--- config.mk ---
export PLATFORM = sky130hd
export DESIGN_NAME = chip8_ctrl
export DESIGN_NICKNAME = d
export VERILOG_FILES = /design/src/chip8_pkg.sv /design/src/chip8_ctrl.sv
export SDC_FILE = /design/constraint.sdc
export NUM_CORES = 1
export LEC_CHECK = 0
export BUFFER_PORTS_ARGS = -buffer_cell sky130_fd_sc_hd__buf_2
export CAP_MARGIN = 20
export CORE_ASPECT_RATIO = 0.75
export CORE_MARGIN = 3
export CORE_UTILIZATION = 40
export CTS_CLUSTER_DIAMETER = 200
export CTS_CLUSTER_SIZE = 20
export DETAILED_ROUTE_END_ITERATION = 10
export PLACE_DENSITY = 0.74
export SKIP_CTS_REPAIR_TIMING = 1
export SLEW_MARGIN = 10
export SYNTH_ARGS = -nofsm -noshare
export SYNTH_HDL_FRONTEND = slang
export SYNTH_SLANG_ARGS = --single-unit
--- constraint.sdc ---
create_clock -name i_clk -period 1.6 [get_ports i_clk]
set_input_delay 0.32 -clock i_clk [delete_from_list [all_inputs] [get_ports i_clk]]
set_output_delay 0.32 -clock i_clk [all_outputs]
set_load 0.05 [all_outputs]
--- src/chip8_pkg.sv ---
package chip8_pkg;

    localparam int          MEM_BYTES  = 4096;
    localparam int          SCREEN_W   = 64;
    localparam int          SCREEN_H   = 32;
    localparam int          NUM_REGS   = 16;
    localparam logic [11:0] FONT_BASE  = 12'h050;
    localparam logic [11:0] PROG_START = 12'h200;
    localparam logic [11:0] CLR_LAST   = 12'hFFF;

    localparam logic [1:0] MODE_LOAD = 2'd0;
    localparam logic [1:0] MODE_RUN  = 2'd1;
    localparam logic [1:0] MODE_ROW  = 2'd2;

    localparam logic [7:0] FONT [0:79] = '{
        8'hF0, 8'h90, 8'h90, 8'h90, 8'hF0, 8'h20, 8'h60, 8'h20, 8'h20, 8'h70,
        8'hF0, 8'h10, 8'hF0, 8'h80, 8'hF0, 8'hF0, 8'h10, 8'hF0, 8'h10, 8'hF0,
        8'h90, 8'h90, 8'hF0, 8'h10, 8'h10, 8'hF0, 8'h80, 8'hF0, 8'h10, 8'hF0,
        8'hF0, 8'h80, 8'hF0, 8'h90, 8'hF0, 8'hF0, 8'h10, 8'h20, 8'h40, 8'h40,
        8'hF0, 8'h90, 8'hF0, 8'h90, 8'hF0, 8'hF0, 8'h90, 8'hF0, 8'h10, 8'hF0,
        8'hF0, 8'h90, 8'hF0, 8'h90, 8'h90, 8'hE0, 8'h90, 8'hE0, 8'h90, 8'hE0,
        8'hF0, 8'h80, 8'h80, 8'h80, 8'hF0, 8'hE0, 8'h90, 8'h90, 8'h90, 8'hE0,
        8'hF0, 8'h80, 8'hF0, 8'h80, 8'hF0, 8'hF0, 8'h80, 8'hF0, 8'h80, 8'h80
    };

    // main memory read address
    typedef enum logic [1:0] {
        MRA_PC,
        MRA_PC1,
        MRA_IDX
    } t_mra;

    // main memory write source
    typedef enum logic [2:0] {
        MW_NONE,
        MW_LOAD,
        MW_CLR,
        MW_BCD,
        MW_REG
    } t_mwr;

    // register file read address
    typedef enum logic [1:0] {
        RRA_X,
        RRA_Y,
        RRA_ZERO,
        RRA_CNT
    } t_rra;

    // register file write
    typedef enum logic [2:0] {
        RW_NONE,
        RW_VX,
        RW_VF,
        RW_COLL,
        RW_CNT
    } t_rwr;

    typedef struct packed {
        logic take;
        logic cnt_inc;
        t_mra mem_ra;
        t_mwr mem_wr;
        logic op_hi;
        logic op_lo;
        logic pc_inc;
        t_rra reg_ra;
        logic lat_a;
        logic lat_b;
        t_rwr reg_wr;
        logic exec;
        logic ret;
        logic fb_clr;
        logic fb_draw_rd;
        logic fb_draw;
        logic tick;
        logic finish;
    } t_dp_cmd;

    typedef struct packed {
        logic [15:0] op;
        logic        key_found;
        logic        cnt_eq_x;
        logic        bcd_last;
        logic        draw_end;
        logic        clr_last;
        logic        cls_last;
    } t_dp_stat;

    function automatic logic [7:0] font_byte(input logic [11:0] a);
        logic [11:0] off;
        off = a - FONT_BASE;
        if (a >= FONT_BASE && a < FONT_BASE + 12'd80) begin
            return FONT[off[6:0]];
        end
        return 8'h00;
    endfunction

    // decimal digit sel of v: 0 hundreds, 1 tens, 2 ones
    function automatic logic [7:0] bcd_digit(input logic [7:0] v, input logic [1:0] sel);
        logic [1:0]  h;
        logic [7:0]  rem;
        logic [14:0] prod;
        logic [3:0]  t;
        logic [7:0]  o;
        h    = (v >= 8'd200) ? 2'd2 : ((v >= 8'd100) ? 2'd1 : 2'd0);
        rem  = v - ((h == 2'd2) ? 8'd200 : ((h == 2'd1) ? 8'd100 : 8'd0));
        // rem < 100, so rem * 205 >> 11 is rem / 10
        prod = 15'(rem) * 15'd205;
        t    = prod[14:11];
        o    = rem - 8'(t) * 8'd10;
        case (sel)
            2'd0:    return {6'd0, h};
            2'd1:    return {4'd0, t};
            default: return o;
        endcase
    endfunction

endpackage

--- src/chip8_ctrl.sv ---
module chip8_ctrl
    import chip8_pkg::*;
(
    input  logic       i_clk,
    input  logic       i_rst_n,
    input  logic       i_in_valid,
    output logic       o_in_ready,
    input  logic [1:0] i_mode,
    output logic       o_out_valid,
    input  logic       i_out_ready,
    input  t_dp_stat   i_stat,
    output t_dp_cmd    o_cmd
);

    typedef enum logic [4:0] {
        S_CLR, S_IDLE, S_LOAD, S_ROW, S_F0, S_F1, S_F2, S_RX, S_RY, S_RB,
        S_EXEC, S_RET, S_WBX, S_CLS, S_DR, S_DW, S_DVF, S_BCD, S_STR, S_STW,
        S_LDR, S_LDW, S_TICK, S_DONE
    } t_state;

    t_state      r_state, n_state;
    logic        r_out_valid;
    logic [3:0]  hi;
    logic [7:0]  kk;
    logic [3:0]  nib;
    logic        flag_op;
    logic        wbx;
    logic        finishing;

    assign hi  = i_stat.op[15:12];
    assign kk  = i_stat.op[7:0];
    assign nib = i_stat.op[3:0];

    assign flag_op = (hi == 4'h8) && (nib inside {4'h4, 4'h5, 4'h6, 4'h7, 4'hE});
    always_comb begin
        case (hi)
            4'h6, 4'h7, 4'hC: wbx = 1'b1;
            4'h8:             wbx = (nib inside {[4'h0:4'h7], 4'hE});
            4'hF:             wbx = (kk == 8'h07) || (kk == 8'h0A && i_stat.key_found);
            default:          wbx = 1'b0;
        endcase
    end

    assign finishing = (r_state == S_DONE) && (!r_out_valid || i_out_ready);

    always_comb begin
        o_cmd   = '0;
        n_state = r_state;
        case (r_state)
            S_CLR: begin
                o_cmd.mem_wr  = MW_CLR;
                o_cmd.cnt_inc = 1'b1;
                if (i_stat.clr_last) n_state = S_IDLE;
            end
            S_IDLE: begin
                if (i_in_valid) begin
                    o_cmd.take = 1'b1;
                    case (i_mode)
                        MODE_LOAD: n_state = S_LOAD;
                        MODE_RUN:  n_state = S_F0;
                        MODE_ROW:  n_state = S_ROW;
                        default:   n_state = S_DONE;
                    endcase
                end
            end
            S_LOAD: begin
                o_cmd.mem_wr = MW_LOAD;
                n_state      = S_DONE;
            end
            S_ROW: n_state = S_DONE;
            S_F0: begin
                o_cmd.mem_ra = MRA_PC;
                n_state      = S_F1;
            end
            S_F1: begin
                o_cmd.mem_ra = MRA_PC1;
                o_cmd.op_hi  = 1'b1;
                n_state      = S_F2;
            end
            S_F2: begin
                o_cmd.op_lo  = 1'b1;
                o_cmd.pc_inc = 1'b1;
                n_state      = S_RX;
            end
            S_RX: begin
                o_cmd.reg_ra = (hi == 4'hB) ? RRA_ZERO : RRA_X;
                n_state      = S_RY;
            end
            S_RY: begin
                o_cmd.reg_ra = RRA_Y;
                o_cmd.lat_a  = 1'b1;
                n_state      = S_RB;
            end
            S_RB: begin
                o_cmd.lat_b = 1'b1;
                n_state     = S_EXEC;
            end
            S_EXEC: begin
                o_cmd.exec = 1'b1;
                if (flag_op) o_cmd.reg_wr = RW_VF;
                if (i_stat.op == 16'h00E0) begin
                    n_state = S_CLS;
                end else if (i_stat.op == 16'h00EE) begin
                    n_state = S_RET;
                end else if (hi == 4'hD) begin
                    n_state = S_DR;
                end else if (hi == 4'hF && kk == 8'h33) begin
                    n_state = S_BCD;
                end else if (hi == 4'hF && kk == 8'h55) begin
                    n_state = S_STR;
                end else if (hi == 4'hF && kk == 8'h65) begin
                    n_state = S_LDR;
                end else if (wbx) begin
                    n_state = S_WBX;
                end else begin
                    n_state = S_TICK;
                end
            end
            S_RET: begin
                o_cmd.ret = 1'b1;
                n_state   = S_TICK;
            end
            S_WBX: begin
                o_cmd.reg_wr = RW_VX;
                n_state      = S_TICK;
            end
            S_CLS: begin
                o_cmd.fb_clr  = 1'b1;
                o_cmd.cnt_inc = 1'b1;
                if (i_stat.cls_last) n_state = S_TICK;
            end
            S_DR: begin
                o_cmd.fb_draw_rd = 1'b1;
                o_cmd.mem_ra     = MRA_IDX;
                n_state          = i_stat.draw_end ? S_DVF : S_DW;
            end
            S_DW: begin
                o_cmd.fb_draw_rd = 1'b1;
                o_cmd.fb_draw    = 1'b1;
                o_cmd.cnt_inc    = 1'b1;
                n_state          = S_DR;
            end
            S_DVF: begin
                o_cmd.reg_wr = RW_COLL;
                n_state      = S_TICK;
            end
            S_BCD: begin
                o_cmd.mem_wr  = MW_BCD;
                o_cmd.cnt_inc = 1'b1;
                if (i_stat.bcd_last) n_state = S_TICK;
            end
            S_STR: begin
                o_cmd.reg_ra = RRA_CNT;
                n_state      = S_STW;
            end
            S_STW: begin
                o_cmd.mem_wr  = MW_REG;
                o_cmd.cnt_inc = 1'b1;
                n_state       = i_stat.cnt_eq_x ? S_TICK : S_STR;
            end
            S_LDR: begin
                o_cmd.mem_ra = MRA_IDX;
                n_state      = S_LDW;
            end
            S_LDW: begin
                o_cmd.reg_wr  = RW_CNT;
                o_cmd.cnt_inc = 1'b1;
                n_state       = i_stat.cnt_eq_x ? S_TICK : S_LDR;
            end
            S_TICK: begin
                o_cmd.tick = 1'b1;
                n_state    = S_DONE;
            end
            S_DONE: begin
                if (finishing) begin
                    o_cmd.finish = 1'b1;
                    n_state      = S_IDLE;
                end
            end
            default: n_state = S_IDLE;
        endcase
    end

    always_ff @(posedge i_clk) begin
        if (!i_rst_n) begin
            r_state     <= S_CLR;
            r_out_valid <= 1'b0;
        end else begin
            r_state <= n_state;
            if (finishing) begin
                r_out_valid <= 1'b1;
            end else if (i_out_ready) begin
                r_out_valid <= 1'b0;
            end
        end
    end

    assign o_in_ready  = (r_state == S_IDLE);
    assign o_out_valid = r_out_valid;

endmodule

==> results of run 1 <==
-- cells by family after synthesis --
family | after synthesis | share of synthesized area (%)
flip-flops | 6 | 9.88
buffers and inverters | 24 | 9.57
AO/OA/AOI/OAI | 53 | 32.6
multiplexers | 1 | 0.926
XOR/XNOR | 1 | 0.720
AND/OR/NAND/NOR | 96 | 46.3
-- per-stage QoR --
stage	instance area [um^2]	setup slack, ns	TNS, ns	utilization [%]
after floorplan	1450	-0.159	-0.855	-
after global placement	2070	-0.202	-1.16	75.4
after detailed placement	2070	-0.195	-1.45	75.4
after CTS	2110	-0.411	-6.66	77.0
-- layer usage --
layer	GRT overflow	GRT usage (%)
met5	0	11.1
met4	27	82.8
met3	0	47.4
met2	51	98.1
met1	0	67.7
==> reports/metrics.csv, run 1 <==
metric,value,unit
top post-synthesis cells by area,"dfxtp_1 (9.9%), nor2_1 (6.2%), nor3_1 (5.8%), a21oi_1 (4.5%), a31oi_1 (4.1%)",
GRT worst endpoint,o_cmd[22],
syn_area_per_cell,6.72,um^2
Synth cell types,62,
cell taking the most area after synthesis,dfxtp_1,
async set-reset flop share out of synthesis,0,%
Synth Flop Type,dfxtp_1,
Synth top cells by count,"nor2_1 (20), nor3_1 (14), nand2_1 (13)",
error msg,[ERROR GRT-0232] Routing congestion too high. Check the congestion heatmap in the GUI.,
global placer's final weighted congestion,0.949,
Seq cells post-synth,6,
"Seq/Total Area, Yosys",9.88,%
"EDFF count, synth",0,
yosys synthesis warning count,0,
post-placement cell count,311,
# H-tree levels,1,
CTS buffer count,3,
largest net degree at the start of global routing,16,
overall routing resource usage,71.3,%
Synth Instances,181,
Ports,54,
Initial Util,44.3,%
Clock Path Buffers,2,
chip width,69.7,um
status,did not finish,
Root Driver,clkbuf_8,
synthesized area,0.00122,mm^2
TritonCTS Sinks,6,
top-area cell type share of the netlist area,9.88,%
Failed at,global routing,
Buffers on Ports,53,
syn nets,209,
post-DP HPWL,4.29,mm
Die Ht,53.8,um
initial antenna violation count,1,
row count,16,
total grt overflow,78,
worst endpoint type,top-level output,
top-count cell post-synth,nor2_1,
==> inputs of run 2 (changes only) <==
--- a/config.mk
+++ b/config.mk
@@ -7,13 +7,10 @@
 export LEC_CHECK = 0
 export BUFFER_PORTS_ARGS = -buffer_cell sky130_fd_sc_hd__buf_2
 export CAP_MARGIN = 20
-export CORE_ASPECT_RATIO = 0.75
 export CORE_MARGIN = 3
-export CORE_UTILIZATION = 40
-export CTS_CLUSTER_DIAMETER = 200
-export CTS_CLUSTER_SIZE = 20
+export CORE_UTILIZATION = 25
 export DETAILED_ROUTE_END_ITERATION = 10
-export PLACE_DENSITY = 0.74
+export PLACE_DENSITY_LB_ADDON = 0.15
 export SKIP_CTS_REPAIR_TIMING = 1
 export SLEW_MARGIN = 10
 export SYNTH_ARGS = -nofsm -noshare
==> constraint.sdc (replaced) <==
create_clock -name i_clk -period 2.1 [get_ports i_clk]
set_input_delay 0.42 -clock i_clk [delete_from_list [all_inputs] [get_ports i_clk]]
set_output_delay 0.42 -clock i_clk [all_outputs]
set_load 0.05 [all_outputs]
==> reports/metrics.csv, run 2 <==
metric,value,unit,change
worst path cell trace,buf_4 -> nor2b_1 -> a21oi_1 -> nor3b_2 -> buf_2,,
vias in the first global route,1505,,
Synth Flop Type,dfxtp_1,,
"antenna viol nets, final",0,,
initial antenna violation count,0,,
cell taking the most area after synthesis,dfxtp_1,,
chip width,75.7,um,+8.7%
CTS buffer count,3,,unchanged
largest net degree at the start of global routing,13,,
top-count cell post-synth,nor2_1,,
"most common cell after layout, fill and taps aside",buf_2,,
Die Ht,75.7,um,+41%
critical path class,reg2out,,
Synth Area in Adders,0,%,unchanged
Post-Route WL,4.39,mm,
synthesized area,0.00122,mm^2,unchanged
max incr delay on CP,0.34,ns,
RSZ-0062 raised after global routing,false,,
Buffers on Ports,53,,unchanged
Worst Skew,0.000152,ns,
fill count,498,,
number of vias per cell,5.19,,
max reg flops,5,,
Ant. Diodes,0,,
Seq cells post-synth,6,,unchanged
Worst-Margin Slew,0.356,ns,
largest family of logic cells by synthesized area,simple AND/OR/NAND/NOR gates,,
global placer's final weighted congestion,0.871,,-8.2%
Storage cell area,125,um^2,
TritonCTS Sinks,6,,unchanged
Ports,54,,unchanged
share of cells above drive strength 1,41.4,%,
top-area cell type share of the netlist area,9.88,%,unchanged
final hold violation count,0,,
Initial Util,26.8,%,-18 points
status,"complete, no violations",,
Synth top cells by count,"nor2_1 (20), nor3_1 (14), nand2_1 (13)",,
Multi-input gate area,0.00102,mm^2,
first-pass GRT wire length,7.09,mm,
row count,24,,+8
yosys synthesis warning count,0,,unchanged
Setup crit end kind,output port,,
pwr dens,301,mW/mm^2,
overall routing resource usage,15.7,%,
max cap viols,0,,
CP Max Fanout,12,,
Internal Pwr Total,0.331,mW,
post-placement cell count,306,,-1.6%
Die ar.,0.00574,mm^2,
Worst Path Required,1.68,ns,
Clock Path Buffers,2,,unchanged
fmax,503,MHz,
Max rail drop VDD,0.0000874,V,
Comb pwr share,43.9,%,
top post-synthesis cells by area,"dfxtp_1 (9.9%), nor2_1 (6.2%), nor3_1 (5.8%), a21oi_1 (4.5%), a31oi_1 (4.1%)",,
Post-Synth Simple-Gate Area,46.3,%,unchanged
"EDFF count, synth",0,,unchanged
final cycle utilization of the critical path,94.7,%,
Synth cell types,62,,unchanged
Final Max Slew Viols,0,,
hold_ws,0.488,ns,
"Seq/Total Area, Yosys",9.88,%,unchanged
part of the power in the clock network,32.1,%,
syn nets,209,,unchanged
Final Non-Filler Cells,309,,
Initial DRC Count,71,,
final setup vio count,0,,
Synth Instances,181,,unchanged
nets@finish,274,,
DRC,0,,
async set-reset flop share out of synthesis,0,%,unchanged
CTS tree,built,,
syn_area_per_cell,6.72,um^2,unchanged
minimum clock period,1.99,ns,
compound-cell area share of the yosys netlist,32.6,%,unchanged
WP buf/inv,2,,
clk_lat worst skew,0.22,ns,
Layout area overhead,44.0,%,
Slowest cell on crit path,dfxtp_2,,
Post-Synth XOR/XNOR Area,0.720,%,unchanged
hold crit path type,in2reg,,
Sw Share,37.3,%,
Clock transition at path regs,0.03,ns,
Net Sw Power,0.197,mW,
Worst setup SP type,register,,
# H-tree levels,1,,unchanged
slew margin rel.,76.2,%,
most frequent cells in the layout,"buf_2 (50), buf_4 (22), nor2_1 (20)",,
post-DP HPWL,3.62,mm,-15%
"CP delay by family, top",buffers and inverters,,
total grt overflow,0,,
WL/cell,14.2,um,
post-synthesis mux area share,0.926,%,unchanged
leakage,0.764,nW,
DRT Pass-1 Iters,4,,
area of the core,0.00453,mm^2,
Top reg by flops,r_state,,
CP arrival,1.57,ns,
Root Driver,clkbuf_8,,
Reg power frac,24.0,%,
via count,1605,,
[run 2: power groups by stage]
stage / sequential [mW] / combinational (mW) / clock, mW
after floorplan: 0.123 / 0.145 / 0
after global placement: 0.128 / 0.230 / 0
after detailed placement: 0.127 / 0.227 / 0
after CTS: 0.125 / 0.227 / 0.175
after global routing: 0.127 / 0.255 / 0.183
final: 0.127 / 0.232 / 0.169
[run 2: path summary, 6_finish.rpt]
kind               startpoint          end  slack (ns)  cells past startpoint
setup / recovery   r_state[4]    o_cmd[21]        0.11                      5
hold / removal        i_rst_n   r_state[2]        0.49                      3
setup reg to reg   r_state[2]   r_state[1]        0.36                      6
hold reg to reg   o_out_valid  o_out_valid        0.73                      3
[run 2: layer usage]
metal  vias to the layer above  GRT usage [%]  wire, um
met5                         -              0         0
met3                         8          0.792       198
met1                       730           21.9      2050
met2                        51           25.5      2090
li1                        816              -         -
met4                         0           5.24        62
[run 2: cells by family (layout without fill, tap and decap cells)]
group	after synthesis	after routing
buf+inv	24	87
mux	1	1
compound gates	53	53
xor+xnor	1	1
flops	6	6
simple gates	96	96
[run 2: worst register-to-register path, stage by stage, from the launching register on]
cell and delay (ns):
dfxtp_2 0.35, buf_4 0.18, nor2_1 0.21, and3_2 0.27, nor4b_2 0.29, o221ai_1 0.18, a31oi_1 0.17
[run 2: layout make-up]
| type | count | share of cell area (%) |
|---|---|---|
| well taps | 65 | 4.64 |
| repair buffers | 75 | 25.4 |
| inverters | 9 | 1.93 |
| clock buffers | 3 | 2.36 |
| flip-flops and latches | 6 | 7.14 |
| multi-input cells | 151 | 58.5 |
[run 2: through the flow]
| stage | util (%) | power, mW | setup slack, ns | cell area (um^2) | TNS [ns] |
|---|---|---|---|---|---|
| 5_1_grt | 38.6 | 0.565 | 0.0325 | 1750 | 0 |
| 3_3_place_gp | 37.1 | 0.357 | -0.0462 | 1680 | -0.0462 |
| 2_1_floorplan | - | 0.268 | -0.365 | 1250 | -1.03 |
| 6_report | 38.6 | 0.528 | 0.111 | 1750 | 0 |
| 3_5_place_dp | 37.1 | 0.354 | 0.0231 | 1680 | 0 |
| 4_1_cts | 38.0 | 0.528 | -0.0223 | 1720 | -0.0223 |
No activity file was read; power rests on OpenSTA's default activity.
==> inputs of run 3 (changes only) <==
--- a/config.mk
+++ b/config.mk
@@ -9,6 +9,7 @@
 export CAP_MARGIN = 20
 export CORE_MARGIN = 3
 export CORE_UTILIZATION = 25
+export CTS_BUF_LIST = sky130_fd_sc_hd__clkbuf_16
 export DETAILED_ROUTE_END_ITERATION = 10
 export PLACE_DENSITY_LB_ADDON = 0.15
 export SKIP_CTS_REPAIR_TIMING = 1
==> reports/metrics.csv, run 3 (synthesis results as in run 2) <==
metric,value,unit,change
dpl ws,0.0231,ns,unchanged
max reg flops,5,,unchanged
most frequent cells in the layout,"buf_2 (50), buf_4 (22), nor2_1 (20)",,
DRT Pass-1 Iters,4,,unchanged
Worst Path Required,1.68,ns,about the same
Ports,54,,unchanged
clk_lat worst skew,0.23,ns,about the same
Slowest cell on crit path,dfxtp_2,,
Layout area overhead,46.8,%,
TritonCTS Sinks,6,,unchanged
"most common cell after layout, fill and taps aside",buf_2,,
hold crit path type,in2reg,,
minimum clock period,2.00,ns,+0.00895 ns
Worst Skew,0.000605,ns,+0.000454 ns
Ant. Diodes,0,,unchanged
Critical R2R Launch,r_state[2],,
share of cells above drive strength 1,41.4,%,unchanged
leakage,0.779,nW,+2.0%
max incr delay on CP,0.34,ns,about the same
CTS buffer count,3,,unchanged
"Power, Total",0.665,mW,+26%
FF-to-FF path depth,6,,unchanged
fill count,493,,-1.0%
Buffers on Ports,53,,unchanged
Reg power frac,19.1,%,-4.9 points
Final Max Slew Viols,0,,unchanged
chip width,75.7,um,unchanged
Worst-Margin Slew,0.367,ns,+0.0113 ns
worst reg-to-reg setup slack,0.37,ns,about the same
# H-tree levels,1,,unchanged
CP Max Fanout,12,,unchanged
FF-to-FF End,r_state[1],,
part of the power in the clock network,46.1,%,+14 points
initial antenna violation count,0,,unchanged
pwr dens,373,mW/mm^2,+24%
Root Driver,clkbuf_16,,
Hold Path Depth,2,,-1
final setup vio count,0,,unchanged
"antenna viol nets, final",0,,unchanged
first-pass GRT wire length,7.13,mm,+0.58%
Max rail drop VDD,0.000162,V,+86%
Multi-input gate area,0.00102,mm^2,unchanged
Initial Util,26.8,%,unchanged
Initial DRC Count,109,,+54%
Comb pwr share,34.8,%,-9.1 points
nets@finish,274,,unchanged
worst path cell trace,buf_4 -> nor2b_1 -> a21oi_1 -> nor3b_2 -> buf_2,,
final cycle utilization of the critical path,95.1,%,+0.43 points
Internal Pwr Total,0.452,mW,+37%
CP arrival,1.58,ns,about the same
DRC,0,,unchanged
Sw Share,32.0,%,-5.3 points
WL/cell,14.3,um,+0.50%
Clock transition at path regs,0.03,ns,about the same
RSZ-0062 raised after global routing,false,,
hold_sp,i_rst_n,,
CTS tree,built,,
vias in the first global route,1509,,+0.27%
area of the core,0.00453,mm^2,unchanged
Net Sw Power,0.213,mW,+8.3%
global placer's final weighted congestion,0.871,,unchanged
total grt overflow,0,,unchanged
Clock Path Buffers,2,,unchanged
slew margin rel.,75.5,%,-0.75 points
Post-Route WL,4.41,mm,+0.50%
overall routing resource usage,15.9,%,+0.22 points
Top reg by flops,r_state,,
max cap viols,0,,unchanged
Setup crit end kind,output port,,
critical path class,reg2out,,
final worst slack,0.102,ns,-0.00895 ns
largest net degree at the start of global routing,13,,unchanged
status,"complete, no violations",,
via count,1609,,+0.25%
post-DP HPWL,3.62,mm,unchanged
setup TNS,0,ns,unchanged
Die ar.,0.00574,mm^2,unchanged
row count,24,,unchanged
number of vias per cell,5.21,,+0.25%
WHS Endpoint,o_out_valid,,
fmax,500,MHz,-0.45%
Die Ht,75.7,um,unchanged
hold_ws,0.480,ns,-0.00722 ns
final hold violation count,0,,unchanged
Storage cell area,125,um^2,unchanged
"CP delay by family, top",buffers and inverters,,
WP buf/inv,2,,unchanged
Worst setup SP type,register,,
[run 3: layout make-up]
type                            count  area share, %
Timing Repair Buffer               75           24.9
Inverter                            9           1.89
Multi-Input combinational cell    151           57.4
Tap cell                           65           4.56
Sequential cell                     6           7.01
Clock buffer                        3           4.20
[run 3: layer usage]
layer	vias up	global-route usage [%]	part of all wire, %
met5	-	0	0
met4	0	5.83	1.3
met3	8	1.19	4.7
met2	51	25.7	48
met1	737	21.9	46
li1	813	-	-
[run 3: power by group through the flow]
stage	registers [mW]	logic [mW]	clock network (mW)
2_1_floorplan	0.123	0.145	0
3_3_place_gp	0.128	0.230	0
3_5_place_dp	0.127	0.227	0
4_1_cts	0.125	0.227	0.312
5_1_grt	0.127	0.255	0.321
6_report	0.127	0.232	0.307
[run 3: how the worst max path moves through the flow]
stage	slack (ns)	endpoint	cells after the start	start
floorplan	-0.36	o_cmd[12]	5	r_state[4]
detailed placement	0.02	r_state[2]	6	i_stat[18]
CTS	-0.03	o_cmd[17]	6	r_state[0]
global placement	-0.05	r_state[2]	6	i_stat[18]
global route	0.03	o_cmd[17]	6	r_state[0]
finish	0.10	o_cmd[21]	5	r_state[4]
[run 3: stage by stage]
stage | cells | instance area (um^2) | util [%]
after global placement | 306 | 1680 | 37.1
final | 309 | 1790 | 39.4
after global routing | 309 | 1790 | 39.4
after floorplan | 181 | 1250 | -
after CTS | 309 | 1760 | 38.7
after detailed placement | 306 | 1680 | 37.1
[run 3: worst register-to-register path, cell delays in order (launching register included)]
cell and delay, ns:
dfxtp_2 0.35, buf_4 0.18, nor2_1 0.21, and3_2 0.27, nor4b_2 0.29, o221ai_1 0.18
a31oi_1 0.17
